`src/rtl/tcm_pkg.sv`:
```
package tcm_pkg;

    // ring and field geometry
    localparam int DEPTH      = 16;
    localparam int PTR_W      = $clog2(DEPTH);
    localparam int FILL_W     = PTR_W + 1;
    localparam int TIME_W     = 48;
    localparam int IDX_W      = 32;
    localparam int VAL_W      = 16;
    localparam int WIN_W      = 16;
    localparam int CFG_ADDR_W = 1;
    localparam int CFG_DATA_W = 16;

    // window reset values
    localparam logic [WIN_W-1:0] WINDOW_BEFORE_RST = WIN_W'(200);
    localparam logic [WIN_W-1:0] WINDOW_AFTER_RST  = WIN_W'(200);

    // event sources
    typedef logic [1:0] t_func;
    localparam t_func FUNC_PRIMARY = 2'd0;
    localparam t_func FUNC_SEC_A   = 2'd1;
    localparam t_func FUNC_SEC_B   = 2'd2;

    // register indexes
    localparam logic [CFG_ADDR_W-1:0] CFG_WINDOW_BEFORE = 1'b0;
    localparam logic [CFG_ADDR_W-1:0] CFG_WINDOW_AFTER  = 1'b1;

    // ring select
    localparam logic RING_A = 1'b0;
    localparam logic RING_B = 1'b1;

    typedef struct packed {
        t_func              func;
        logic [TIME_W-1:0]  stamp;
        logic [VAL_W-1:0]   check_value;
    } t_in;

    typedef struct packed {
        logic [IDX_W-1:0]   primary_index;
        logic [IDX_W-1:0]   index_a;
        logic [IDX_W-1:0]   index_b;
        logic [TIME_W-1:0]  stamp_primary;
        logic [TIME_W-1:0]  stamp_a;
        logic [TIME_W-1:0]  stamp_b;
        logic [VAL_W-1:0]   value_primary;
        logic [VAL_W-1:0]   value_a;
        logic [VAL_W-1:0]   value_b;
    } t_out;

    typedef enum logic [1:0] {
        ST_IDLE,
        ST_PRUNE,
        ST_FIND,
        ST_EMIT
    } t_state;

    // controller -> datapath
    typedef struct packed {
        logic accept;     // input request taken this cycle
        logic sel;        // ring under walk
        logic pop;        // drop oldest entry of selected ring
        logic scan_inc;   // step search to next entry
        logic scan_clr;   // restart at oldest entry
        logic take;       // latch current entry as the match
        logic miss;       // selected ring has no match
        logic emit;       // load the result register
    } t_cmd;

    // datapath -> controller
    typedef struct packed {
        logic in_primary;
        logic fill_zero;
        logic lower_ok;
        logic in_window;
        logic scan_end;
        logic found_a;
        logic out_free;
    } t_sts;

endpackage

```
`src/rtl/tcm_datapath.sv`:
```
module tcm_datapath (
    input  logic                              i_clk,
    input  logic                              i_rst_n,
    input  tcm_pkg::t_in                      i_in,
    input  logic                              i_cfg_we,
    input  logic [tcm_pkg::CFG_ADDR_W-1:0]    i_cfg_addr,
    input  logic [tcm_pkg::CFG_DATA_W-1:0]    i_cfg_data,
    input  tcm_pkg::t_cmd                     i_cmd,
    output tcm_pkg::t_sts                     o_sts,
    output logic                              o_out_valid,
    input  logic                              i_out_ready,
    output tcm_pkg::t_out                     o_out
);

    localparam int TW = tcm_pkg::TIME_W;

    // window registers
    logic [tcm_pkg::WIN_W-1:0] r_wb;
    logic [tcm_pkg::WIN_W-1:0] r_wa;

    // sequence counters
    logic [tcm_pkg::IDX_W-1:0] r_cnt_p;
    logic [tcm_pkg::IDX_W-1:0] r_cnt [2];

    // ring pointers
    logic [tcm_pkg::PTR_W-1:0]  r_head [2];
    logic [tcm_pkg::FILL_W-1:0] r_fill [2];

    // ring contents
    logic [TW-1:0]              r_time [2][tcm_pkg::DEPTH];
    logic [tcm_pkg::VAL_W-1:0]  r_val  [2][tcm_pkg::DEPTH];
    logic [tcm_pkg::IDX_W-1:0]  r_idx  [2][tcm_pkg::DEPTH];

    // search offset from head
    logic [tcm_pkg::FILL_W-1:0] r_k;

    // current primary
    logic [TW-1:0]              r_p_stamp;
    logic [tcm_pkg::VAL_W-1:0]  r_p_val;
    logic [tcm_pkg::IDX_W-1:0]  r_p_idx;

    // matches
    logic                       r_found_a;
    logic [TW-1:0]              r_m_time [2];
    logic [tcm_pkg::VAL_W-1:0]  r_m_val  [2];
    logic [tcm_pkg::IDX_W-1:0]  r_m_idx  [2];

    // result register
    logic                       r_out_valid;
    tcm_pkg::t_out              r_out;

    logic [tcm_pkg::PTR_W-1:0]  head_s;
    logic [tcm_pkg::FILL_W-1:0] fill_s;
    logic [tcm_pkg::PTR_W-1:0]  rd_pos;
    logic [TW-1:0]              rd_time;
    logic [TW:0]                low_sum;
    logic [TW:0]                up_sum;
    logic                       lower_ok;
    logic                       upper_ok;
    logic                       push_en;
    logic                       push_ring;
    logic [tcm_pkg::PTR_W-1:0]  wr_pos;
    logic                       push_full;
    logic                       out_free;

    // read port: oldest entry plus search offset
    assign head_s  = r_head[i_cmd.sel];
    assign fill_s  = r_fill[i_cmd.sel];
    assign rd_pos  = head_s + r_k[tcm_pkg::PTR_W-1:0];
    assign rd_time = r_time[i_cmd.sel][rd_pos];

    // window bounds in one extra bit so they never wrap
    assign low_sum  = {1'b0, rd_time} + (TW+1)'(r_wb);
    assign up_sum   = {1'b0, r_p_stamp} + (TW+1)'(r_wa);
    assign lower_ok = low_sum > {1'b0, r_p_stamp};
    assign upper_ok = {1'b0, rd_time} < up_sum;

    // write port for secondary events
    assign push_en   = i_cmd.accept &&
                       (i_in.func == tcm_pkg::FUNC_SEC_A || i_in.func == tcm_pkg::FUNC_SEC_B);
    assign push_ring = (i_in.func == tcm_pkg::FUNC_SEC_B) ? tcm_pkg::RING_B : tcm_pkg::RING_A;
    assign push_full = r_fill[push_ring] == tcm_pkg::FILL_W'(tcm_pkg::DEPTH);
    assign wr_pos    = r_head[push_ring] + r_fill[push_ring][tcm_pkg::PTR_W-1:0];

    assign out_free = !r_out_valid || i_out_ready;

    // status to controller
    always_comb begin
        o_sts.in_primary = i_in.func == tcm_pkg::FUNC_PRIMARY;
        o_sts.fill_zero  = fill_s == '0;
        o_sts.lower_ok   = lower_ok;
        o_sts.in_window  = lower_ok && upper_ok;
        o_sts.scan_end   = r_k == fill_s;
        o_sts.found_a    = r_found_a;
        o_sts.out_free   = out_free;
    end

    // configuration
    always_ff @(posedge i_clk) begin
        if (!i_rst_n) begin
            r_wb <= tcm_pkg::WINDOW_BEFORE_RST;
            r_wa <= tcm_pkg::WINDOW_AFTER_RST;
        end else if (i_cfg_we) begin
            unique case (i_cfg_addr)
                tcm_pkg::CFG_WINDOW_BEFORE: r_wb <= i_cfg_data;
                tcm_pkg::CFG_WINDOW_AFTER:  r_wa <= i_cfg_data;
                default: ;
            endcase
        end
    end

    // counters, ring pointers, search offset, match flag
    always_ff @(posedge i_clk) begin
        if (!i_rst_n) begin
            r_cnt_p   <= '0;
            r_cnt[0]  <= '0;
            r_cnt[1]  <= '0;
            r_head[0] <= '0;
            r_head[1] <= '0;
            r_fill[0] <= '0;
            r_fill[1] <= '0;
            r_k       <= '0;
            r_found_a <= 1'b0;
        end else begin
            if (i_cmd.accept && i_in.func == tcm_pkg::FUNC_PRIMARY) begin
                r_cnt_p <= r_cnt_p + 1'b1;
            end
            if (push_en) begin
                r_cnt[push_ring] <= r_cnt[push_ring] + 1'b1;
                if (push_full) begin
                    r_head[push_ring] <= r_head[push_ring] + 1'b1;
                end else begin
                    r_fill[push_ring] <= r_fill[push_ring] + 1'b1;
                end
            end
            if (i_cmd.pop) begin
                r_head[i_cmd.sel] <= head_s + 1'b1;
                r_fill[i_cmd.sel] <= fill_s - 1'b1;
            end
            if (i_cmd.accept || i_cmd.scan_clr) begin
                r_k <= '0;
            end else if (i_cmd.scan_inc) begin
                r_k <= r_k + 1'b1;
            end
            if (i_cmd.take && i_cmd.sel == tcm_pkg::RING_A) begin
                r_found_a <= 1'b1;
            end else if (i_cmd.miss && i_cmd.sel == tcm_pkg::RING_A) begin
                r_found_a <= 1'b0;
            end
        end
    end

    // ring storage and payload latches
    always_ff @(posedge i_clk) begin
        if (push_en) begin
            r_time[push_ring][wr_pos] <= i_in.stamp;
            r_val[push_ring][wr_pos]  <= i_in.check_value;
            r_idx[push_ring][wr_pos]  <= r_cnt[push_ring];
        end
        if (i_cmd.accept) begin
            r_p_stamp <= i_in.stamp;
            r_p_val   <= i_in.check_value;
            r_p_idx   <= r_cnt_p;
        end
        if (i_cmd.take) begin
            r_m_time[i_cmd.sel] <= rd_time;
            r_m_val[i_cmd.sel]  <= r_val[i_cmd.sel][rd_pos];
            r_m_idx[i_cmd.sel]  <= r_idx[i_cmd.sel][rd_pos];
        end
    end

    // result register
    always_ff @(posedge i_clk) begin
        if (!i_rst_n) begin
            r_out_valid <= 1'b0;
        end else if (i_cmd.emit) begin
            r_out_valid <= 1'b1;
        end else if (i_out_ready) begin
            r_out_valid <= 1'b0;
        end
    end

    always_ff @(posedge i_clk) begin
        if (i_cmd.emit) begin
            r_out.primary_index <= r_p_idx;
            r_out.index_a       <= r_m_idx[0];
            r_out.index_b       <= r_m_idx[1];
            r_out.stamp_primary <= r_p_stamp;
            r_out.stamp_a       <= r_m_time[0];
            r_out.stamp_b       <= r_m_time[1];
            r_out.value_primary <= r_p_val;
            r_out.value_a       <= r_m_val[0];
            r_out.value_b       <= r_m_val[1];
        end
    end

    assign o_out_valid = r_out_valid;
    assign o_out       = r_out;

endmodule

```
`src/rtl/tcm_controller.sv`:
```
module tcm_controller (
    input  logic            i_clk,
    input  logic            i_rst_n,
    input  logic            i_in_valid,
    output logic            o_in_ready,
    input  tcm_pkg::t_sts   i_sts,
    output tcm_pkg::t_cmd   o_cmd
);

    tcm_pkg::t_state r_state;
    tcm_pkg::t_state n_state;
    logic            r_sel;
    logic            n_sel;
    logic            ring_done;

    // walk over the selected ring ends on a match or past the newest entry
    assign ring_done = i_sts.scan_end || i_sts.in_window;

    // next state
    always_comb begin
        n_state = r_state;
        n_sel   = r_sel;
        unique case (r_state)
            tcm_pkg::ST_IDLE: begin
                if (i_in_valid && i_sts.in_primary) begin
                    n_state = tcm_pkg::ST_PRUNE;
                    n_sel   = tcm_pkg::RING_A;
                end
            end
            tcm_pkg::ST_PRUNE: begin
                if (i_sts.fill_zero || i_sts.lower_ok) begin
                    n_state = tcm_pkg::ST_FIND;
                end
            end
            tcm_pkg::ST_FIND: begin
                if (ring_done) begin
                    if (r_sel == tcm_pkg::RING_A) begin
                        n_state = tcm_pkg::ST_PRUNE;
                        n_sel   = tcm_pkg::RING_B;
                    end else if (i_sts.found_a && !i_sts.scan_end) begin
                        n_state = tcm_pkg::ST_EMIT;
                    end else begin
                        n_state = tcm_pkg::ST_IDLE;
                    end
                end
            end
            tcm_pkg::ST_EMIT: begin
                if (i_sts.out_free) begin
                    n_state = tcm_pkg::ST_IDLE;
                end
            end
            default: n_state = tcm_pkg::ST_IDLE;
        endcase
    end

    // commands
    always_comb begin
        o_cmd      = '0;
        o_cmd.sel  = r_sel;
        o_in_ready = 1'b0;
        unique case (r_state)
            tcm_pkg::ST_IDLE: begin
                o_in_ready   = 1'b1;
                o_cmd.accept = i_in_valid;
            end
            tcm_pkg::ST_PRUNE: begin
                o_cmd.pop = !(i_sts.fill_zero || i_sts.lower_ok);
            end
            tcm_pkg::ST_FIND: begin
                if (i_sts.scan_end) begin
                    o_cmd.miss     = 1'b1;
                    o_cmd.scan_clr = 1'b1;
                end else if (i_sts.in_window) begin
                    o_cmd.take     = 1'b1;
                    o_cmd.scan_clr = 1'b1;
                end else begin
                    o_cmd.scan_inc = 1'b1;
                end
            end
            tcm_pkg::ST_EMIT: begin
                o_cmd.emit = i_sts.out_free;
            end
            default: ;
        endcase
    end

    always_ff @(posedge i_clk) begin
        if (!i_rst_n) begin
            r_state <= tcm_pkg::ST_IDLE;
            r_sel   <= tcm_pkg::RING_A;
        end else begin
            r_state <= n_state;
            r_sel   <= n_sel;
        end
    end

endmodule

```
`src/rtl/timestamp_coincidence_matcher.sv`:
```
// Timestamp coincidence matcher.
// Input channel (i_in_valid / o_in_ready / i_in) takes one event request per
// handshake: a primary or a secondary A/B event with stamp and check value.
// Output channel (o_out_valid / i_out_ready / o_out) gives one result request
// per primary event that finds a partner in both secondary rings.
// Window registers are written through i_cfg_we / i_cfg_addr / i_cfg_data.
// Secondary events are taken in the idle state and may arrive back to back.
// A primary event walks ring A and then ring B, one entry per cycle: per ring
// it drops oldest entries while they fall below the window, then searches
// from the oldest remaining entry for the first one inside the window.
// No request is taken until the walk ends; a match adds a load step, and the
// result appears on o_out the cycle after that load.
// The result register decouples the sides: new requests are taken while a
// result waits. If a second match completes before the first is taken, the
// block holds in its load step with o_in_ready low until i_out_ready.
// Synchronous reset empties both rings, clears the sequence counters,
// restores both windows to 200 ticks and drops any pending result.
module timestamp_coincidence_matcher (
    input  logic                              i_clk,
    input  logic                              i_rst_n,
    input  logic                              i_in_valid,
    output logic                              o_in_ready,
    input  tcm_pkg::t_in                      i_in,
    output logic                              o_out_valid,
    input  logic                              i_out_ready,
    output tcm_pkg::t_out                     o_out,
    input  logic                              i_cfg_we,
    input  logic [tcm_pkg::CFG_ADDR_W-1:0]    i_cfg_addr,
    input  logic [tcm_pkg::CFG_DATA_W-1:0]    i_cfg_data
);

    tcm_pkg::t_cmd cmd;
    tcm_pkg::t_sts sts;

    tcm_controller u_ctrl (
        .i_clk      (i_clk),
        .i_rst_n    (i_rst_n),
        .i_in_valid (i_in_valid),
        .o_in_ready (o_in_ready),
        .i_sts      (sts),
        .o_cmd      (cmd)
    );

    tcm_datapath u_dp (
        .i_clk       (i_clk),
        .i_rst_n     (i_rst_n),
        .i_in        (i_in),
        .i_cfg_we    (i_cfg_we),
        .i_cfg_addr  (i_cfg_addr),
        .i_cfg_data  (i_cfg_data),
        .i_cmd       (cmd),
        .o_sts       (sts),
        .o_out_valid (o_out_valid),
        .i_out_ready (i_out_ready),
        .o_out       (o_out)
    );

endmodule

```
`config.mk`:
```
export PLATFORM = sky130hd
export DESIGN_NAME = timestamp_coincidence_matcher
export DESIGN_NICKNAME = d
export VERILOG_FILES = /design/src/rtl/tcm_pkg.sv /design/src/rtl/tcm_datapath.sv /design/src/rtl/tcm_controller.sv /design/src/rtl/timestamp_coincidence_matcher.sv
export SDC_FILE = /design/constraint.sdc
export NUM_CORES = 2
export LEC_CHECK = 0
export ABC_AREA = 1
export BUFFER_PORTS_ARGS = -buffer_cell sky130_fd_sc_hd__buf_2
export CAP_MARGIN = 20
export CORE_MARGIN = 2
export CORE_UTILIZATION = 30
export CTS_BUF_LIST = sky130_fd_sc_hd__clkbuf_8
export DETAILED_ROUTE_END_ITERATION = 16
export GPL_ROUTABILITY_DRIVEN = 0
export GPL_TIMING_DRIVEN = 0
export PLACE_DENSITY = 0.41
export SLEW_MARGIN = 5
export SYNTH_ARGS = -nofsm -noshare
export SYNTH_HDL_FRONTEND = slang
export SYNTH_SLANG_ARGS = --single-unit
```
`constraint.sdc`:
```
create_clock -name i_clk -period 20.5 [get_ports i_clk]
set_input_delay 3.075 -clock i_clk [delete_from_list [all_inputs] [get_ports i_clk]]
set_output_delay 3.075 -clock i_clk [all_outputs]
set_load 0.02 [all_outputs]
```
==> results.md <==
* Period utilization at 83.6%
* Final Util at 36.2%
* Setup Skew at 0.151 ns
* Die width at 714 um
* Layout cells sized above 1 at 15.2%
* Post-CTS resize count at 0
* Post-synth ARST share at 0%
* Wire per inst at 35.5 um
* Postcts setup bufs at 0
* Final Setup Violations at 0
* Via count at 110429
* Clock net sink count at 3805
* Crit path DAT at 18.03 ns
* Prevailing post-synth register cell: edfxtp_1
* Gr usage total at 27.1%
* RSZ-0062 raised after global routing: no
* R2R depth at 64
* Hold Path Depth at 0
* H-tree depth at 6
* Top cell by count, worst path: nand2_1
* Vias in the first global route at 104802
* Register area share after synthesis at 75.1%
* Final instance area at 182000 um2
* Crit Path Max Fanout at 20
* Worst hold path class: reg -> reg
* Starting Density at 30.1%
* Syn_area_per_cell at 13.2 um2
* Post-CTS Hold Buffers at 0
* Register clock-pin slew on the reported worst setup and hold paths at 0.07 ns
* Ys Warns at 0
* Number of buffers created by CTS at 678
* Minimum clock period at 17.13 ns
* Clk root buf: clkbuf_8
* CTS tree: yes
* Vias/cell at 5.48
* Pwr dens at 140 nW/um2
* Most frequent cell after synthesis: edfxtp_1
* Largest net degree at the start of global routing at 56
* Synth cell types at 62
* Met1 Use GR at 35.6%
* Initial DRC Count at 15933
* Die area at 510000 um2
* Max-slew violations at 0
* Layout area overhead at 20.1%
* Largest area contributor in the netlist: edfxtp_1
* Seq cells post-synth at 3805
* Syn_nets at 11729
* Port buffer count at 376
* Final Routed Wirelength at 716000 um
* Worst vdd ir at 0.0843 mV
* Post-Route Setup TNS at 0 ns
* Yosys top cell area share at 74.1%
* Post-synth EDFFs at 3730
* Post-layout nets at 13156
* CP required at 21.40 ns
* Inst Count DP at 18910
* Num rows at 260
* GRT overflow at 0
* Worst hold slack at 0.396 ns
* TritonRoute pass-1 iters at 6
* Die H at 714 um
* Final hold viol count at 0
* Non-Filler Instances at 20152
* Skew-Pair Late Insertion Delay at 1.37 ns
* Fill count at 48775
* CP max stage delay at 1.00 ns
* Global routing's busiest layer: met2
* Critical Path Sink Type: flop
* Slew margin rel. at 12.3%
* ANT nets after route at 0
* Placed cell area at 169000 um2
* GR Util met2 at 42.6%
* GR Layer Usage met3 at 5.38%
* Max Buffers Root-to-Sink at 4
* Io pins at 378
* Worst slew pin tran at 1.32 ns
* Max-cap viol count at 0
* Slowest cell on the critical path: clkbuf_1
* Post-synthesis cell count at 11494
* Leak at 62.3 nW
* Core box area at 502000 um2
* Max Freq at 0.0584 GHz
* First-pass GRT wire length at 940000 um
* DRC at 0
* Outcome: finished clean
* Detailed placement HPWL at 511000 um
* Initial antenna violation count at 73
* Post-synthesis cell area at 151000 um2
* Commonest cells post-synth: edfxtp_1, nor2_1, o21ai_0, nand2_1, o22ai_1
* Startpoint Class: flop
* Top cells by area, synth: edfxtp_1, o21ai_0, nor2_1
* Setup CP Type: reg -> reg
## power breakdown
| group | total [mW] | switching (mW) | internal (mW) |
|---|---|---|---|
| Combinational | 9.48 | 7.26 | 2.22 |
| Sequential | 9.15 | 0.138 | 9.02 |
| Clock | 6.72 | 3.36 | 3.37 |
| Total | 25.4 | 10.8 | 14.6 |
## path summary, 6_finish.rpt
| check | slack, ns | start | end |
|---|---|---|---|
| worst max register to register | 3.37 | flop | u_dp.r_m_idx[1][29]$_DFFE_PP_ |
| worst min register to register | 0.40 | u_dp.r_m_time[0][32]$_DFFE_PP_ | o_out[128]$_DFFE_PP_ |
| worst min-delay path | 0.40 | u_dp.r_m_time[0][32]$_DFFE_PP_ | o_out[128]$_DFFE_PP_ |
| worst max-delay path | 3.37 | flop | u_dp.r_m_idx[1][29]$_DFFE_PP_ |
## logic make-up after synthesis
| family | count (synthesis) | share of synthesized area (%) |
|---|---|---|
| flip-flops | 3805 | 75.1 |
| AO/OA/AOI/OAI | 2791 | 10.4 |
| adder cells (fa/ha/maj) | 147 | 1.24 |
| XOR/XNOR | 133 | 0.770 |
| AND/OR/NAND/NOR | 3592 | 9.51 |
| multiplexers | 3 | 0.0199 |
| buffers and inverters | 1023 | 3.01 |
## flip-flops by register name (all words and copies together) (netlist names), 16 cells and up, named ones only
| register | flops |
|---|---|
| u_dp.r_time | 1536 |
| u_dp.r_idx | 1024 |
| u_dp.r_val | 512 |
| o_out | 192 |
| u_dp.o_out | 96 |
| u_dp.r_m_time | 96 |
| u_dp.r_cnt | 64 |
| u_dp.r_m_idx | 64 |
| u_dp.r_p_stamp | 48 |
| u_dp.r_cnt_p | 32 |
| u_dp.r_m_val | 32 |
| u_dp.r_p_idx | 32 |
| u_dp.r_p_val | 16 |
| u_dp.r_wa | 16 |
| u_dp.r_wb | 16 |
## per-layer routing
metal | routed length [um] | share of wire (%)
met1 | 284000 | 40
met5 | 127 | 0.018
met2 | 323000 | 45
met3 | 67300 | 9.4
met4 | 41500 | 5.8
## cell usage in the layout, fill, tap and decap left out, types with 43 or more instances in the layout
cell      instances
edfxtp_1       3730
nor2_1         1892
o21ai_0        1534
nand2_1        1172
clkbuf_8        694
buf_2           560
inv_1           499
o22ai_1         495
clkbuf_1        361
a21oi_1         295
nand3_1         291
buf_12          214
clkinv_1        155
ha_1            143
o21ai_1         140
xor2_1          115
o221ai_1        108
dfxtp_1          75
buf_16           75
clkinv_2         71
buf_6            58
buf_8            54
nor3_1           53
buf_4            52
diode_2          44
a221oi_1         43
## worst max-delay path: cells and delay by family (launching register included)
family                   cells  cell delay [ns]
buffers and inverters       22             8.19
AND/OR/NAND/NOR             26             3.45
AO/OA/AOI/OAI               10             2.99
adder cells (fa/ha/maj)      4             1.04
flip-flops                   1             0.37
XOR/XNOR                     2             0.31
## final cells by class
type / instances / area, um2 / area share, %
diodes: 44 / 110 / 0.0606
repair buffers: 747 / 9310 / 5.12
multi-input cells: 6666 / 33400 / 18.4
clock inverters: 492 / 2760 / 1.52
inverters: 332 / 1270 / 0.698
plain buffers: 691 / 3330 / 1.84
clock buffers: 694 / 9550 / 5.26
flip-flops and latches: 3805 / 114000 / 62.5
well taps: 6681 / 8360 / 4.60
## through the flow
step	setup slack [ns]	total power, mW
global route	3.07	26.1
finish	3.37	25.4
detailed placement	3.81	18.6
floorplan	4.37	13.5
CTS	3.70	25.2
global placement	-6.77	18.3
(Power assumes the default switching activity.)
